### config.mk
export PLATFORM = sky130hd
export DESIGN_NAME = lcd_prio
export DESIGN_NICKNAME = d
export VERILOG_FILES = /design/src/lcd_pkg.sv /design/src/lcd_prio.sv
export SDC_FILE = /design/constraint.sdc
export NUM_CORES = 1
export LEC_CHECK = 0
export BUFFER_PORTS_ARGS = -buffer_cell sky130_fd_sc_hd__clkbuf_2
export CAP_MARGIN = 25
export CORE_AREA = 10 10 47 49
export DETAILED_ROUTE_END_ITERATION = 8
export DIE_AREA = 0 0 57 59
export GPL_TIMING_DRIVEN = 0
export PLACE_DENSITY = 0.63
export SYNTH_ARGS = -nofsm -noshare
export SYNTH_HDL_FRONTEND = slang
export SYNTH_SLANG_ARGS = --single-unit
### constraint.sdc
create_clock -name vclk -period 2.2
set_input_delay 0.55 -clock vclk [all_inputs]
set_output_delay 0.55 -clock vclk [all_outputs]
set_load 0.03 [all_outputs]
### src/lcd_pkg.sv
package lcd_pkg;

  localparam int SLOT_COUNT = 32;
  localparam int SLOT_W     = $clog2(SLOT_COUNT);
  localparam int SP_W       = $clog2(SLOT_COUNT + 1);
  localparam int EDGE_W     = 2 * SLOT_W;
  localparam int THR_W      = 8;
  localparam int PC_W       = 64;

  typedef enum logic [1:0] {
    STATUS_ADDED   = 2'd0,
    STATUS_PRESENT = 2'd1,
    STATUS_SELF    = 2'd2,
    STATUS_CYCLE   = 2'd3
  } status_e;

  typedef enum logic [2:0] {
    ST_IDLE,
    ST_CHECK,
    ST_SCAN,
    ST_WRITE,
    ST_EMIT_RD,
    ST_EMIT_OUT,
    ST_FINAL
  } state_e;

  typedef struct packed {
    logic              hit;
    logic [SLOT_W-1:0] idx;
  } prio_t;

endpackage

### src/lcd_prio.sv
module lcd_prio
  import lcd_pkg::*;
(
  input  logic [SLOT_COUNT-1:0] req_i,
  output prio_t                 res_o
);

  // lowest set bit wins
  always_comb begin
    res_o.hit = |req_i;
    res_o.idx = '0;
    for (int i = SLOT_COUNT - 1; i >= 0; i--) begin
      if (req_i[i]) begin
        res_o.idx = SLOT_W'(i);
      end
    end
  end

endmodule

* Word-level counts from Yosys, hierarchy flattened
Index checks and enable logic that the tools add are counted.
Widths: inputs -> output; s select.
** Storage, ports and cells
- Flip-flop bits (word level) :: 0
- Input port bits :: 32
- Logic and storage cells :: 33
** Operators by class
- Multiplexer cells :: 32
- Reductions and logical operators :: 1
** Operator list (count)
- $mux 5 :: 32
- $reduce_or 32->1 :: 1

* Longest topological paths before layout
- Depth after elaboration :: 32
- Depth in mapped cells :: 5

* Least setup slack after synthesis
No wires, ideal clock.
- Kind :: input -> output
- Start :: input port req_i[30]
- End :: output port res_o[0] (netlist bit)
- Arrival :: 1.920 ns
- Path slack :: -0.270 ns
- Stages :: 5
- Path buffers :: 0
- Cells stage by stage :: nor3b_1 nor3_1 o31ai_1 o2111ai_1 a221oi_1
** RTL lines
- from (decl) :: line lcd_prio.sv:4 : input logic [SLOT_COUNT-1:0] req_i,
- to (decl) :: line lcd_prio.sv:5 : output prio_t res_o

==> out/metrics.yaml <==
io_buffers: 38
period_needed_ns: 2.32
antennaDiodeCount: 0
drv_slew: 0
syn-num-nets: 97
dieArea_um2: 3360
setup_slack_ns: -0.117
fillerInstances: 137
num_io_pins: 38
final_common_cell: "clkbuf_2"
ys_warn_count: 0
syn_inst: 65
chipHeight_um: 59
min_period_over_period: 1.05
gp_congestion: 0.753
track_usage: 0.0899
slowest_stage: "or4_1"
synth-seq-area-share: 0
max_stage_delay_ns: 0.48
via_count: 658
end_kind: "primary output"
startpoint: "req_i[5]"
initial_core_util: 0.275
grt_pass1_wl_um: 2720
nFlopsAndLatches: 0
min_from: "req_i[0]"
register_area_um2: 0
hpwlAfterDp_um: 1450
placement_rows: 14
maxCapViolCount: 0
avgSynthCellArea_um2: 5.93
max_slew_margin: 0.773
power.density_nw_per_um2: 148
post-place-ws_ns: -0.194
critical_path_class: "in2out"
final_cell_mix: "28 x clkbuf_2, 8 x nor2_1, 6 x inv_1"
placed_area_um2: 611
grt_max_degree: 6
fmax_mhz: 432
nClkBuffers: 0
violations: "negative setup slack"
critPathArrivalTime_ns: 1.77
worstPathCellList: "clkbuf_2 > nor2_2 > o31ai_2 > or4_1 > nor3_2 > a21o_1 > buf_8"
startpoint_type: "input pin"
status: "complete, but fails checks"
fin_util: 0.562
vdd_drop_max_mv: 0.0660
routed_wl_um: 1830
drc: 0
crit_path_end: "res_o[1]"
drive_above_1_share: 0.590
die_w_um: 57
setup_viol: 5
grt_overflow: 0
ys_types: 24
fin_area_um2: 787
timing_hold_violations_final: 0
hold_class: "in2out"
drtIter0Drc: 12
wl_per_cell_um: 15.1
rsz0062_at_grt: "yes"
path_max_fanout: 3
grt_pass1_vias: 684
worst_hold_slack_ns: 1.45
firstDrtPassIters: 4
setup_tns_ns: -0.420
required_ns: 1.65
grt_antenna_before_repair: 0
holdBufCountCts: 0
final_nets: 139
worstMarginPinSlew_ns: 0.331
coreArea_um2: 1400
syn_to_final_growth_pct: 104
avgViaCountPerCell: 5.44
syn_area_um2: 385
power.leakage_nw: 0.333
antenna_left: 0
==> worst min path at each step <==
stage               depth (start not counted)       end  slack, ns
detailed placement                          3  res_o[0]       1.44
global route                                3  res_o[0]       1.46
CTS                                         3  res_o[0]       1.44
floorplan                                   1  res_o[0]       1.16
global placement                            3  res_o[0]       1.43
finish                                      3  res_o[0]       1.45
==> cell type report <==
cell class | count | area (um^2) | share of cell area
repair buffers | 40 | 267 | 0.339
multi-input cells | 59 | 478 | 0.607
inverters | 6 | 22.5 | 0.0286
well taps | 16 | 20.0 | 0.0254
==> timing repair <==
action / 4_1_cts / 5_1_grt
endpoints found under the setup margin: 6 / 6
gates resized for setup: 16 / 23
pin swaps: 4 / 6
buffers inserted: 0 / 2
==> power by group <==
group,leakage (nW),internal [mW],switching (mW)
clock network,0,0,0
registers,0,0,0
logic,0.333,0.0526,0.0637
total,0.333,0.0526,0.0637
==> per-layer routing <==
metal	GRT usage	wire length [um]	share of wire
met5	0	0	0
met4	0	21	0.011
met3	0.0300	155	0.085
met2	0.174	966	0.53
met1	0.0975	685	0.37
==> critical path, delay by kind of cell <==
kind	cells	cell delay, ns
compound gates	2	0.24
buf+inv	2	0.26
simple gates	3	0.72
==> cell families after synthesis <==
kind of cell	after synthesis	share of synthesized area
and+or+nand+nor	37	0.555
AOI/OAI and AO/OA	22	0.386
buffers and inverters	6	0.0584
==> Yosys cell counts <==
cell type	instances	area [um^2]
nor2_1	10	37.5
a21oi_1	7	35.0
nor4_1	7	43.8
inv_1	6	22.5
nor3_1	5	25.0
o31ai_1	4	30.0
nand2_1	3	11.3
a2111oi_0	2	17.5
nor3_2	2	20.0
nor3b_1	2	15.0
o21ai_0	2	10.0
or4_1	2	15.0
or4_4	2	22.5
a211oi_1	1	7.51
a21boi_2	1	11.3
a21o_1	1	7.51
a221oi_1	1	8.76
and2_1	1	6.26
nand3_1	1	5.00
nand4_1	1	6.26
nor2b_1	1	6.26
o2111ai_1	1	8.76
o21a_1	1	7.51
o21ai_1	1	5.00
==> stage by stage <==
| step | total power [mW] | instances |
|---|---|---|
| final | 0.116 | 121 |
| after global routing | 0.127 | 121 |
| after CTS | 0.0972 | 119 |
| after detailed placement | 0.0872 | 119 |
| after global placement | 0.0861 | 119 |
| after floorplan | 0.0337 | 65 |
Note: power is estimated with default switching activity, not from simulation.
